`src/hw/rtl/memory_object_table_unit_macros.svh`:
```
// ---------------------------------------------------------------------------
// Memory object table unit: assertion macros
// Shared concurrent assertion forms. They compile away under NO_ASSERTIONS.
// ---------------------------------------------------------------------------
`ifndef MEMORY_OBJECT_TABLE_UNIT_MACROS_SVH
`define MEMORY_OBJECT_TABLE_UNIT_MACROS_SVH

`ifndef NO_ASSERTIONS

// Same-cycle implication.
`define MOT_ASSERT_IMPLY(lbl, clk, rst_n, ante, cons) \
    lbl: assert property (@(posedge clk) disable iff (!rst_n) (ante) |-> (cons)) \
        else $error("assertion failed: same-cycle implication");

// Next-cycle implication.
`define MOT_ASSERT_NEXT(lbl, clk, rst_n, ante, cons) \
    lbl: assert property (@(posedge clk) disable iff (!rst_n) (ante) |=> (cons)) \
        else $error("assertion failed: next-cycle implication");

`else

`define MOT_ASSERT_IMPLY(lbl, clk, rst_n, ante, cons)
`define MOT_ASSERT_NEXT(lbl, clk, rst_n, ante, cons)

`endif

`endif

```
`src/hw/rtl/mot_pkg.sv`:
```
// ---------------------------------------------------------------------------
// Memory object table package
// Field widths, command and status codes, controller/datapath structs.
// ---------------------------------------------------------------------------
package mot_pkg;

    localparam int ID_W    = 64;
    localparam int FLAG_W  = 16;
    localparam int RSVD_W  = 32;
    localparam int CMD_W   = 2;
    localparam int STAT_W  = 3;

    localparam int CFG_IDX_W  = 2;
    localparam int CFG_DATA_W = 16;

    // config register indexes
    localparam logic [CFG_IDX_W-1:0] CFG_FLAG_PRIVATE   = 2'd0;
    localparam logic [CFG_IDX_W-1:0] CFG_FLAG_SHAREABLE = 2'd1;
    localparam logic [CFG_IDX_W-1:0] CFG_FLAG_GUEST     = 2'd2;

    localparam logic [FLAG_W-1:0] FLAG_PRIVATE_RST   = 16'd1;
    localparam logic [FLAG_W-1:0] FLAG_SHAREABLE_RST = 16'd2;
    localparam logic [FLAG_W-1:0] FLAG_GUEST_RST     = 16'd4;

    typedef enum logic [CMD_W-1:0] {
        CMD_ALLOC    = 2'd0,
        CMD_RELEASE  = 2'd1,
        CMD_SET_BUSY = 2'd2
    } command_t;

    typedef enum logic [STAT_W-1:0] {
        ST_OK        = 3'd0,
        ST_INVALID   = 3'd1,
        ST_EXHAUSTED = 3'd2,
        ST_NOT_FOUND = 3'd3,
        ST_DENIED    = 3'd4,
        ST_BUSY      = 3'd5
    } status_t;

    typedef enum logic [2:0] {
        S_IDLE,
        S_CHECK,
        S_SCAN,
        S_DECIDE,
        S_FINISH
    } state_t;

    // controller -> datapath
    typedef struct packed {
        logic    idle;
        logic    scan_start;
        logic    scan;
        logic    load_rsp;
        logic    commit;
        status_t status;
    } ctl_cmd_t;

    // datapath -> controller
    typedef struct packed {
        logic              take;
        logic [CMD_W-1:0]  command;
        logic              req_bad;
        logic              ident_full;
        logic              hit;
        logic              miss;
        logic              owner_ok;
        logic              busy;
        logic              out_free;
    } dp_stat_t;

endpackage

```
`src/hw/rtl/mot_req_if.sv`:
```
// ---------------------------------------------------------------------------
// Memory object table request channel
// Valid/ready channel carrying one command request.
// ---------------------------------------------------------------------------
interface mot_req_if;
    logic                          valid;
    logic                          ready;
    logic [mot_pkg::CMD_W-1:0]     command;
    logic [mot_pkg::ID_W-1:0]      owner_id;
    logic [mot_pkg::ID_W-1:0]      object_id;
    logic [mot_pkg::ID_W-1:0]      region_bytes;
    logic [mot_pkg::FLAG_W-1:0]    flag_code;
    logic [mot_pkg::RSVD_W-1:0]    reserved_word;
    logic                          busy_mark;

    modport source (
        output valid, command, owner_id, object_id, region_bytes, flag_code,
               reserved_word, busy_mark,
        input  ready
    );

    modport sink (
        input  valid, command, owner_id, object_id, region_bytes, flag_code,
               reserved_word, busy_mark,
        output ready
    );
endinterface

```
`src/hw/rtl/mot_rsp_if.sv`:
```
// ---------------------------------------------------------------------------
// Memory object table response channel
// Valid/ready channel carrying one status and identifier.
// ---------------------------------------------------------------------------
interface mot_rsp_if;
    logic                        valid;
    logic                        ready;
    logic [mot_pkg::STAT_W-1:0]  status;
    logic [mot_pkg::ID_W-1:0]    new_object_id;

    modport source (
        output valid, status, new_object_id,
        input  ready
    );

    modport sink (
        input  valid, status, new_object_id,
        output ready
    );
endinterface

```
`src/hw/rtl/mot_ctrl.sv`:
```
// ---------------------------------------------------------------------------
// Memory object table controller
// Sequences check, slot scan, decision and response/commit for one request.
// ---------------------------------------------------------------------------
module mot_ctrl
(
    input  logic              clk,
    input  logic              rst_n,
    input  mot_pkg::dp_stat_t stat,
    output mot_pkg::ctl_cmd_t cmd
);

    mot_pkg::state_t  state_reg;
    mot_pkg::state_t  state_next;
    mot_pkg::status_t st_reg;
    mot_pkg::status_t st_next;

    always_ff @(posedge clk or negedge rst_n)
    begin
        if (!rst_n)
        begin
            state_reg <= mot_pkg::S_IDLE;
            st_reg    <= mot_pkg::ST_OK;
        end
        else
        begin
            state_reg <= state_next;
            st_reg    <= st_next;
        end
    end

    always_comb
    begin
        state_next     = state_reg;
        st_next        = st_reg;
        cmd.idle       = 1'b0;
        cmd.scan_start = 1'b0;
        cmd.scan       = 1'b0;
        cmd.load_rsp   = 1'b0;
        cmd.commit     = 1'b0;
        cmd.status     = st_reg;
        case (state_reg)
            mot_pkg::S_IDLE:
            begin
                cmd.idle = 1'b1;
                if (stat.take)
                begin
                    state_next = mot_pkg::S_CHECK;
                end
            end
            mot_pkg::S_CHECK:
            begin
                if (stat.req_bad)
                begin
                    st_next    = mot_pkg::ST_INVALID;
                    state_next = mot_pkg::S_FINISH;
                end
                else if (stat.command == mot_pkg::CMD_ALLOC && stat.ident_full)
                begin
                    st_next    = mot_pkg::ST_EXHAUSTED;
                    state_next = mot_pkg::S_FINISH;
                end
                else
                begin
                    cmd.scan_start = 1'b1;
                    state_next     = mot_pkg::S_SCAN;
                end
            end
            mot_pkg::S_SCAN:
            begin
                cmd.scan = 1'b1;
                if (stat.hit)
                begin
                    state_next = mot_pkg::S_DECIDE;
                end
                else if (stat.miss)
                begin
                    st_next    = (stat.command == mot_pkg::CMD_ALLOC) ?
                                 mot_pkg::ST_EXHAUSTED : mot_pkg::ST_NOT_FOUND;
                    state_next = mot_pkg::S_FINISH;
                end
            end
            mot_pkg::S_DECIDE:
            begin
                if (stat.command == mot_pkg::CMD_RELEASE && !stat.owner_ok)
                begin
                    st_next = mot_pkg::ST_DENIED;
                end
                else if (stat.command == mot_pkg::CMD_RELEASE && stat.busy)
                begin
                    st_next = mot_pkg::ST_BUSY;
                end
                else
                begin
                    st_next = mot_pkg::ST_OK;
                end
                state_next = mot_pkg::S_FINISH;
            end
            mot_pkg::S_FINISH:
            begin
                if (stat.out_free)
                begin
                    cmd.load_rsp = 1'b1;
                    cmd.commit   = (st_reg == mot_pkg::ST_OK);
                    state_next   = mot_pkg::S_IDLE;
                end
            end
            default:
            begin
                state_next = mot_pkg::S_IDLE;
            end
        endcase
    end

endmodule

```
`src/hw/rtl/mot_datapath.sv`:
```
// ---------------------------------------------------------------------------
// Memory object table datapath
// Request and config registers, slot table, scan pipeline, response buffer.
// ---------------------------------------------------------------------------
module mot_datapath #(
    parameter int SLOTS      = 16,
    parameter int PAGE_SHIFT = 12
)
(
    input  logic                             clk,
    input  logic                             rst_n,
    mot_req_if.sink                          req,
    mot_rsp_if.source                        rsp,
    input  logic                             cfg_we,
    input  logic [mot_pkg::CFG_IDX_W-1:0]    cfg_index,
    input  logic [mot_pkg::CFG_DATA_W-1:0]   cfg_data,
    input  mot_pkg::ctl_cmd_t                cmd,
    output mot_pkg::dp_stat_t                stat
);

    localparam int IW = (SLOTS > 1) ? $clog2(SLOTS) : 1;
    localparam int CW = $clog2(SLOTS + 1);
    localparam logic [CW-1:0] SLOTS_C = CW'(SLOTS);
    localparam logic [mot_pkg::ID_W-1:0] PAGE_MASK =
        (64'd1 << PAGE_SHIFT) - 64'd1;

    // request
    logic [mot_pkg::CMD_W-1:0]   cmd_reg;
    logic [mot_pkg::ID_W-1:0]    owner_reg;
    logic [mot_pkg::ID_W-1:0]    obj_reg;
    logic [mot_pkg::ID_W-1:0]    bytes_reg;
    logic [mot_pkg::FLAG_W-1:0]  flag_reg;
    logic [mot_pkg::RSVD_W-1:0]  rsvd_reg;
    logic                        mark_reg;

    // config
    logic [mot_pkg::FLAG_W-1:0]  flag_priv_reg;
    logic [mot_pkg::FLAG_W-1:0]  flag_share_reg;
    logic [mot_pkg::FLAG_W-1:0]  flag_guest_reg;

    // table
    logic [mot_pkg::ID_W-1:0]    next_ident_reg;
    logic [SLOTS-1:0]            valid_reg;
    logic [SLOTS-1:0]            busy_reg;
    logic [mot_pkg::ID_W-1:0]    mem_ident [SLOTS];
    logic [mot_pkg::ID_W-1:0]    mem_owner [SLOTS];

    // scan
    logic [CW-1:0]               scan_cnt_reg;
    logic                        rd_pend_reg;
    logic [IW-1:0]               rd_idx_reg;
    logic [mot_pkg::ID_W-1:0]    rd_ident_reg;
    logic [mot_pkg::ID_W-1:0]    rd_owner_reg;
    logic [IW-1:0]               hit_idx_reg;
    logic                        own_ok_reg;
    logic                        hit_busy_reg;

    // response buffer
    logic                        out_vld_reg;
    logic [mot_pkg::STAT_W-1:0]  out_status_reg;
    logic [mot_pkg::ID_W-1:0]    out_id_reg;

    logic take;
    logic is_alloc;
    logic flag_ok;
    logic req_bad;
    logic issue;
    logic match;
    logic hit;
    logic give_id;

    assign take     = req.valid && cmd.idle;
    assign is_alloc = (cmd_reg == mot_pkg::CMD_ALLOC);
    assign flag_ok  = (flag_reg == flag_priv_reg) || (flag_reg == flag_share_reg) ||
                      (flag_reg == flag_guest_reg);

    always_comb
    begin
        case (cmd_reg)
            mot_pkg::CMD_ALLOC:
                req_bad = (owner_reg == '0) || (rsvd_reg != '0) || (bytes_reg == '0) ||
                          ((bytes_reg & PAGE_MASK) != '0) || !flag_ok;
            mot_pkg::CMD_RELEASE:
                req_bad = (obj_reg == '0) || (owner_reg == '0);
            mot_pkg::CMD_SET_BUSY:
                req_bad = (obj_reg == '0);
            default:
                req_bad = 1'b1;
        endcase
    end

    // allocate looks for a free slot, the others for a live identifier
    assign match = is_alloc ? !valid_reg[rd_idx_reg] :
                   (valid_reg[rd_idx_reg] && (rd_ident_reg == obj_reg));
    assign issue = cmd.scan && (scan_cnt_reg != SLOTS_C);
    assign hit   = cmd.scan && rd_pend_reg && match;
    assign give_id = (cmd.status == mot_pkg::ST_OK) && is_alloc;

    assign stat.take       = take;
    assign stat.command    = cmd_reg;
    assign stat.req_bad    = req_bad;
    assign stat.ident_full = (next_ident_reg == '1);
    assign stat.hit        = hit;
    assign stat.miss       = cmd.scan && !rd_pend_reg && (scan_cnt_reg == SLOTS_C);
    assign stat.owner_ok   = own_ok_reg;
    assign stat.busy       = hit_busy_reg;
    assign stat.out_free   = !out_vld_reg || rsp.ready;

    assign req.ready         = cmd.idle;
    assign rsp.valid         = out_vld_reg;
    assign rsp.status        = out_status_reg;
    assign rsp.new_object_id = out_id_reg;

    // payload registers
    always_ff @(posedge clk)
    begin
        if (take)
        begin
            cmd_reg   <= req.command;
            owner_reg <= req.owner_id;
            obj_reg   <= req.object_id;
            bytes_reg <= req.region_bytes;
            flag_reg  <= req.flag_code;
            rsvd_reg  <= req.reserved_word;
            mark_reg  <= req.busy_mark;
        end
        if (hit)
        begin
            hit_idx_reg  <= rd_idx_reg;
            own_ok_reg   <= (rd_owner_reg == owner_reg);
            hit_busy_reg <= busy_reg[rd_idx_reg];
        end
        if (cmd.load_rsp)
        begin
            out_status_reg <= cmd.status;
            out_id_reg     <= give_id ? next_ident_reg : '0;
        end
    end

    // slot memory: one write port, one registered read port
    always_ff @(posedge clk)
    begin
        if (cmd.commit && is_alloc)
        begin
            mem_ident[hit_idx_reg] <= next_ident_reg;
            mem_owner[hit_idx_reg] <= owner_reg;
        end
        if (issue)
        begin
            rd_ident_reg <= mem_ident[scan_cnt_reg[IW-1:0]];
            rd_owner_reg <= mem_owner[scan_cnt_reg[IW-1:0]];
            rd_idx_reg   <= scan_cnt_reg[IW-1:0];
        end
    end

    always_ff @(posedge clk or negedge rst_n)
    begin
        if (!rst_n)
        begin
            flag_priv_reg  <= mot_pkg::FLAG_PRIVATE_RST;
            flag_share_reg <= mot_pkg::FLAG_SHAREABLE_RST;
            flag_guest_reg <= mot_pkg::FLAG_GUEST_RST;
            next_ident_reg <= 64'd1;
            valid_reg      <= '0;
            busy_reg       <= '0;
            scan_cnt_reg   <= '0;
            rd_pend_reg    <= 1'b0;
            out_vld_reg    <= 1'b0;
        end
        else
        begin
            if (cfg_we)
            begin
                case (cfg_index)
                    mot_pkg::CFG_FLAG_PRIVATE:   flag_priv_reg  <= cfg_data;
                    mot_pkg::CFG_FLAG_SHAREABLE: flag_share_reg <= cfg_data;
                    mot_pkg::CFG_FLAG_GUEST:     flag_guest_reg <= cfg_data;
                    default:                     ;
                endcase
            end

            if (cmd.scan_start)
            begin
                scan_cnt_reg <= '0;
                rd_pend_reg  <= 1'b0;
            end
            else
            begin
                rd_pend_reg <= issue;
                if (issue)
                begin
                    scan_cnt_reg <= scan_cnt_reg + CW'(1);
                end
            end

            if (cmd.commit)
            begin
                case (cmd_reg)
                    mot_pkg::CMD_ALLOC:
                    begin
                        valid_reg[hit_idx_reg] <= 1'b1;
                        busy_reg[hit_idx_reg]  <= 1'b0;
                        next_ident_reg         <= next_ident_reg + 64'd1;
                    end
                    mot_pkg::CMD_RELEASE:
                    begin
                        valid_reg[hit_idx_reg] <= 1'b0;
                        busy_reg[hit_idx_reg]  <= 1'b0;
                    end
                    mot_pkg::CMD_SET_BUSY:
                    begin
                        busy_reg[hit_idx_reg] <= mark_reg;
                    end
                    default:
                    begin
                    end
                endcase
            end

            if (cmd.load_rsp)
            begin
                out_vld_reg <= 1'b1;
            end
            else if (rsp.ready)
            begin
                out_vld_reg <= 1'b0;
            end
        end
    end

endmodule

```
`src/hw/rtl/memory_object_table_unit.sv`:
```
// ---------------------------------------------------------------------------
// Memory object table unit
// Handle table for memory objects: allocate, release and set-busy requests.
// ---------------------------------------------------------------------------
// One request at a time, one response per request. A request is taken while
// idle, checked in the next cycle, then the table is scanned from slot 0
// upward through a single registered read port, one slot per cycle; allocate
// stops at the lowest free slot, release and set-busy stop at the slot
// holding the identifier. A request that fails its field checks skips the
// scan. The response sits in an output register, so a new request is taken
// while the previous response is still waiting. Slot valid bits live in
// flip-flops and clear at reset, so no clearing pass is needed after reset.
// Config writes (three accepted flag codes) take effect at once and must be
// made only while the unit is idle.
// ---------------------------------------------------------------------------
`include "memory_object_table_unit_macros.svh"

module memory_object_table_unit #(
    parameter int SLOTS      = 16,
    parameter int PAGE_SHIFT = 12
)
(
    input  logic                             clk,
    input  logic                             rst_n,
    mot_req_if.sink                          req,
    mot_rsp_if.source                        rsp,
    input  logic                             cfg_we,
    input  logic [mot_pkg::CFG_IDX_W-1:0]    cfg_index,
    input  logic [mot_pkg::CFG_DATA_W-1:0]   cfg_data
);

    mot_pkg::ctl_cmd_t cmd;
    mot_pkg::dp_stat_t stat;

    // sequencing: idle -> check -> scan -> decide -> finish
    mot_ctrl u_ctrl (
        .clk   (clk),
        .rst_n (rst_n),
        .stat  (stat),
        .cmd   (cmd)
    );

    // registers, slot table, scan pipeline, response buffer
    mot_datapath #(
        .SLOTS      (SLOTS),
        .PAGE_SHIFT (PAGE_SHIFT)
    ) u_datapath (
        .clk       (clk),
        .rst_n     (rst_n),
        .req       (req),
        .rsp       (rsp),
        .cfg_we    (cfg_we),
        .cfg_index (cfg_index),
        .cfg_data  (cfg_data),
        .cmd       (cmd),
        .stat      (stat)
    );

    // a failed request never hands out an identifier
    `MOT_ASSERT_IMPLY(a_fail_no_id, clk, rst_n, rsp.valid && (rsp.status != mot_pkg::ST_OK), rsp.new_object_id == '0)

    // a taken request blocks the next one
    `MOT_ASSERT_NEXT(a_busy_after_take, clk, rst_n, req.valid && req.ready, !req.ready)

    // the table is only updated when the response is loaded
    `MOT_ASSERT_IMPLY(a_commit_with_rsp, clk, rst_n, cmd.commit, cmd.load_rsp && (cmd.status == mot_pkg::ST_OK))

    // no request is taken during a scan
    `MOT_ASSERT_IMPLY(a_no_take_in_scan, clk, rst_n, cmd.scan, !req.ready)

endmodule

```
`src/flat_wrapper.sv`:
```
// flat-port wrapper written by rule: the top's interface ports become plain ports
module memory_object_table_unit_flat 
#(
    parameter int SLOTS      = 16,
    parameter int PAGE_SHIFT = 12
)
  (clk, rst_n, cfg_we, cfg_index, cfg_data, req_valid, req_command, req_owner_id, req_object_id, req_region_bytes, req_flag_code, req_reserved_word, req_busy_mark, req_ready, rsp_valid, rsp_status, rsp_new_object_id, rsp_ready);
  mot_req_if req_i ();
  mot_rsp_if rsp_i ();
  input  logic clk;
  input  logic rst_n;
  input  logic cfg_we;
  input  logic [mot_pkg::CFG_IDX_W-1:0] cfg_index;
  input  logic [mot_pkg::CFG_DATA_W-1:0] cfg_data;
  input wire logic [$bits(req_i.valid)-1:0] req_valid;
  input wire logic [$bits(req_i.command)-1:0] req_command;
  input wire logic [$bits(req_i.owner_id)-1:0] req_owner_id;
  input wire logic [$bits(req_i.object_id)-1:0] req_object_id;
  input wire logic [$bits(req_i.region_bytes)-1:0] req_region_bytes;
  input wire logic [$bits(req_i.flag_code)-1:0] req_flag_code;
  input wire logic [$bits(req_i.reserved_word)-1:0] req_reserved_word;
  input wire logic [$bits(req_i.busy_mark)-1:0] req_busy_mark;
  output wire logic [$bits(req_i.ready)-1:0] req_ready;
  output wire logic [$bits(rsp_i.valid)-1:0] rsp_valid;
  output wire logic [$bits(rsp_i.status)-1:0] rsp_status;
  output wire logic [$bits(rsp_i.new_object_id)-1:0] rsp_new_object_id;
  input wire logic [$bits(rsp_i.ready)-1:0] rsp_ready;
  assign req_i.valid = req_valid;
  assign req_i.command = req_command;
  assign req_i.owner_id = req_owner_id;
  assign req_i.object_id = req_object_id;
  assign req_i.region_bytes = req_region_bytes;
  assign req_i.flag_code = req_flag_code;
  assign req_i.reserved_word = req_reserved_word;
  assign req_i.busy_mark = req_busy_mark;
  assign req_ready = req_i.ready;
  assign rsp_valid = rsp_i.valid;
  assign rsp_status = rsp_i.status;
  assign rsp_new_object_id = rsp_i.new_object_id;
  assign rsp_i.ready = rsp_ready;
  memory_object_table_unit #(.SLOTS(SLOTS), .PAGE_SHIFT(PAGE_SHIFT)) u_core (.clk(clk), .rst_n(rst_n), .req(req_i), .rsp(rsp_i), .cfg_we(cfg_we), .cfg_index(cfg_index), .cfg_data(cfg_data));
endmodule
```
`config.mk`:
```
export PLATFORM = sky130hd
export DESIGN_NAME = memory_object_table_unit_flat
export DESIGN_NICKNAME = d
export VERILOG_FILES = /design/src/hw/rtl/mot_pkg.sv /design/src/hw/rtl/mot_req_if.sv /design/src/hw/rtl/mot_rsp_if.sv /design/src/hw/rtl/mot_ctrl.sv /design/src/hw/rtl/mot_datapath.sv /design/src/hw/rtl/memory_object_table_unit.sv /design/src/flat_wrapper.sv
export VERILOG_INCLUDE_DIRS = /design/src /design/src/hw/rtl
export SDC_FILE = /design/constraint.sdc
export NUM_CORES = 2
export LEC_CHECK = 0
export BUFFER_PORTS_ARGS = -buffer_cell sky130_fd_sc_hd__buf_2
export CAP_MARGIN = 20
export CELL_PAD_IN_SITES_DETAIL_PLACEMENT = 1
export CELL_PAD_IN_SITES_GLOBAL_PLACEMENT = 2
export CORE_MARGIN = 4
export CORE_UTILIZATION = 45
export CTS_CLUSTER_SIZE = 12
export DETAILED_ROUTE_END_ITERATION = 8
export GPL_TIMING_DRIVEN = 0
export PLACE_DENSITY = 0.82
export SLEW_MARGIN = 5
export SYNTH_ARGS = -nofsm -noshare
export SYNTH_HDL_FRONTEND = slang
export SYNTH_HIERARCHICAL = 1
export SYNTH_SLANG_ARGS = --single-unit
```
`constraint.sdc`:
```
create_clock -name clk -period 11.5 [get_ports clk]
set_input_delay 1.725 -clock clk [delete_from_list [all_inputs] [get_ports clk]]
set_output_delay 1.725 -clock clk [all_outputs]
set_load 0.01 [all_outputs]
```
==> key figures <==
Drt
  • Avg WL per Cell: 34.3 um
  • Met2 WL: 141000 um
  • DR vias/cell: 6.10
  • Drt first pass iters: 6
  • DRC viols: 0
  • Uppermost layer routed: met5
  • DR vias: 50000
  • Final ANT Viol Nets: 0
  • Detailed Route WL: 281000 um
  • Metal3 WL: 26400 um
  • 1st-iter DRT viols: 7056
  • M1 wire length: 103000 um

Logic synthesis
  • Cell with the most instances after synthesis: edfxtp_1
  • Ys async rst share: 0.0592
  • Top cell type's share of synthesized area: 0.748
  • Dominant cell type by area after synthesis: edfxtp_1
  • Synth Warn #: 6
  • Top cells by area, synth: edfxtp_1 75%, mux4_2 15%, dfrtp_1 3.8%, xor2_1 1.4%, xnor2_1 0.74%
  • Flip-flop and latch count after synthesis: 2653
  • Commonest cells post-synth: 2496 x edfxtp_1, 650 x mux4_2, 158 x xor2_1
  • Cell Area, Synth: 100000 um2
  • Cell variety after synth: between 50 and 60
  • Post-Syn Nets: 4573
  • Avg Synthesized Cell Area: 23.3 um2
  • Primary FF master, synth: edfxtp_1
  • Post-synth EDFFs: 2496
  • Register area share after synthesis: 0.787
  • Post-Synthesis Cells: roughly 4300

Setup path
  • R2R depth: 11
  • Max FO, Critical Path: 19
  • Worst r2r src: u_core/u_ctrl/state_reg[0]
  • Worst endpoint data arrival time: 6.09 ns
  • Worst setup endpoint: u_core/u_datapath/mem_ident[8][16]
  • CP Capture Type: register
  • Setup CP Type: in -> reg
  • Crit Reg-Reg Endpoint: u_core/u_datapath/mem_ident[8][16]
  • Internal reg-to-reg setup slack: 6.50 ns
  • Worst Setup Start Kind: primary input
  • Crit path from: rsp_ready
  • Required time of the critical path: approximately 12 ns

Clock network
  • CTS buffer count: 285
  • Root buffer cell: clkbuf_16
  • CTS Sinks: 2653
  • Hold buffer count at cts: 0
  • Post-CTS Setup Inserts: 0
  • CTS tree: yes
  • Worst-Skew Late Latency: 0.93 ns
  • Worst-path clk slew: 0.06 ns
  • Post-cts resize count: 0
  • H-tree depth: 5
  • Clk buf depth: 4

Cells and area
  • Layout cells sized above 1: 0.311
  • Area growth syn-to-layout: 16.8%
  • Finished Core Util: 0.530
  • Largest regs: u_core/u_datapath/mem_ident: 1024 flops, u_core/u_datapath/mem_owner: 1024 flops
  • Post-layout net count: approximately 5400

GRT
  • Initial antenna violation count: 24
  • Global-route wire length before repair: 399000 um
  • Grt ovf: 0
  • Global-route usage over all layers: 0.244
  • Largest net degree at the start of global routing: 84
  • Number of global-route vias before repair: 52600

STA
  • Final setup fails: 0
  • RSZ-0062 raised after global routing: false
  • FMAX: around 0.18 GHz
  • Slew Viols, Final: 0
  • Hold Vio Cnt, Final: 0
  • Setup Skew: 0.0741 ns
  • Tightest Pin Transition: approximately 1.2 ns
  • Post-Route Setup TNS: 0 ns
  • Tmin final: 5.49 ns
  • Tcrit/Tclk final: 0.477
  • Slew HR: 0.187

Power
  • Max VDD drop: 178 uV
  • Power Density: roughly 220 nW/um2
  • LEAKAGE: approximately 36 nW

Floorplanning
  • Die width: ~480 um
  • Die Ht: 480 um
  • Initial Util: 0.454
  • Io pins: 335
  • DIE AREA: 230000 um2
  • Core Rows: around 170
  • Total core area: 221000 um2

Placement
  • Port Buffer Count: 334
  • Post-DP HPWL: around 190000 um
  • Placer Congestion: between 0.7 and 0.8

Worst hold path
  • HP Class: reg -> reg

Job
  • Total of max-cap violations: 0

Outcome
  • Outcome: completed
[worst max-delay path, stage by stage]
cell	delay [ns]
buf_2	0.07
nand2b_1	0.25
and3_4	0.51
nor4b_1	0.95
nor3b_2	0.53
nand2_1	0.39
nor2_4	0.68
buf_16	0.25
buf_16	0.20
buf_12	0.23
buf_12	0.23
[through the flow]
step           setup WS, ns  hold WS (ns)  instances  total power [mW]  cell area, um2
3_3_place_gp          -9.88         0.439       7596              17.2          106000
5_1_grt                5.94         0.482       8195              26.4          117000
3_5_place_dp           5.15         0.445       7749              17.4          109000
6_report               6.01         0.467       8199              25.5          117000
2_1_floorplan         0.718         0.421       4304              15.2          100000
4_1_cts                6.07         0.463       8182              25.7          117000
[layout by cell type (no fill, tap or decap), types with 27 or more instances in the layout]
cell	synthesis	layout
mux4_2	650	650
dfrtp_1	153	153
nand4_1	51	51
nor4_1	100	98
buf_8	0	27
buf_2	39	376
nand2_1	55	55
clkbuf_16	0	294
clkbuf_1	117	203
edfxtp_1	2496	2496
mux2_2	65	65
o21ai_0	30	30
and2_1	70	69
xor2_1	158	158
xnor2_1	85	85
buf_12	0	97
nor2_1	49	33
nand3_1	35	35
[per-layer routing]
layer	GRT usage	up-vias
met5	0	-
met4	0.0879	8
met3	0.0487	569
met2	0.402	2951
met1	0.326	26900
li1	-	19600
[layout make-up]
class	instances	area (um2)
inverter	13	48.8
timing repair buffer	498	4870
tap	2958	3700
multi-input combinational	1461	20600
buffer	177	761
antenna	6	15.0
clock buffer	389	7780
clock inverter	44	270
fill	19100	104000
sequential	2653	78900
[power by group]
group          internal [mW]  leakage, nW  total (mW)  switching, mW
sequential              11.5         23.5        12.2          0.694
combinational           2.20         8.67        5.05           2.85
clock                   4.73         3.92        8.25           3.53
total                   18.5         36.1        25.5           7.07
[cell families (layout without fill, tap and decap cells)]
logic type	Yosys count	in the layout	synth area share
muxes	717	717	0.154
xor gates and xnor gates	243	243	0.0212
and+or+nand+nor	456	456	0.0268
AOI/OAI and AO/OA	42	42	0.00242
buffers and inverters	190	1121	0.00803
other	0	6	0
adders and majority gates	3	3	0.000375
DFF	2653	2653	0.787
[worst min path at each step]
stage                                       end  depth (start not counted)  slack (ns)                         startpoint
2_1_floorplan  u_core/u_datapath/hit_idx_reg[0]                          0        0.42    u_core/u_datapath/rd_idx_reg[0]
3_3_place_gp    u_core/u_datapath/rd_idx_reg[3]                          0        0.44  u_core/u_datapath/scan_cnt_reg[3]
3_5_place_dp    u_core/u_datapath/rd_idx_reg[2]                          0        0.44  u_core/u_datapath/scan_cnt_reg[2]
4_1_cts         u_core/u_datapath/rd_idx_reg[2]                          0        0.46  u_core/u_datapath/scan_cnt_reg[2]
5_1_grt         u_core/u_datapath/rd_idx_reg[2]                          0        0.48  u_core/u_datapath/scan_cnt_reg[2]
6_report        u_core/u_datapath/rd_idx_reg[2]                          0        0.47  u_core/u_datapath/scan_cnt_reg[2]
Note: power is estimated with default switching activity, not from simulation.
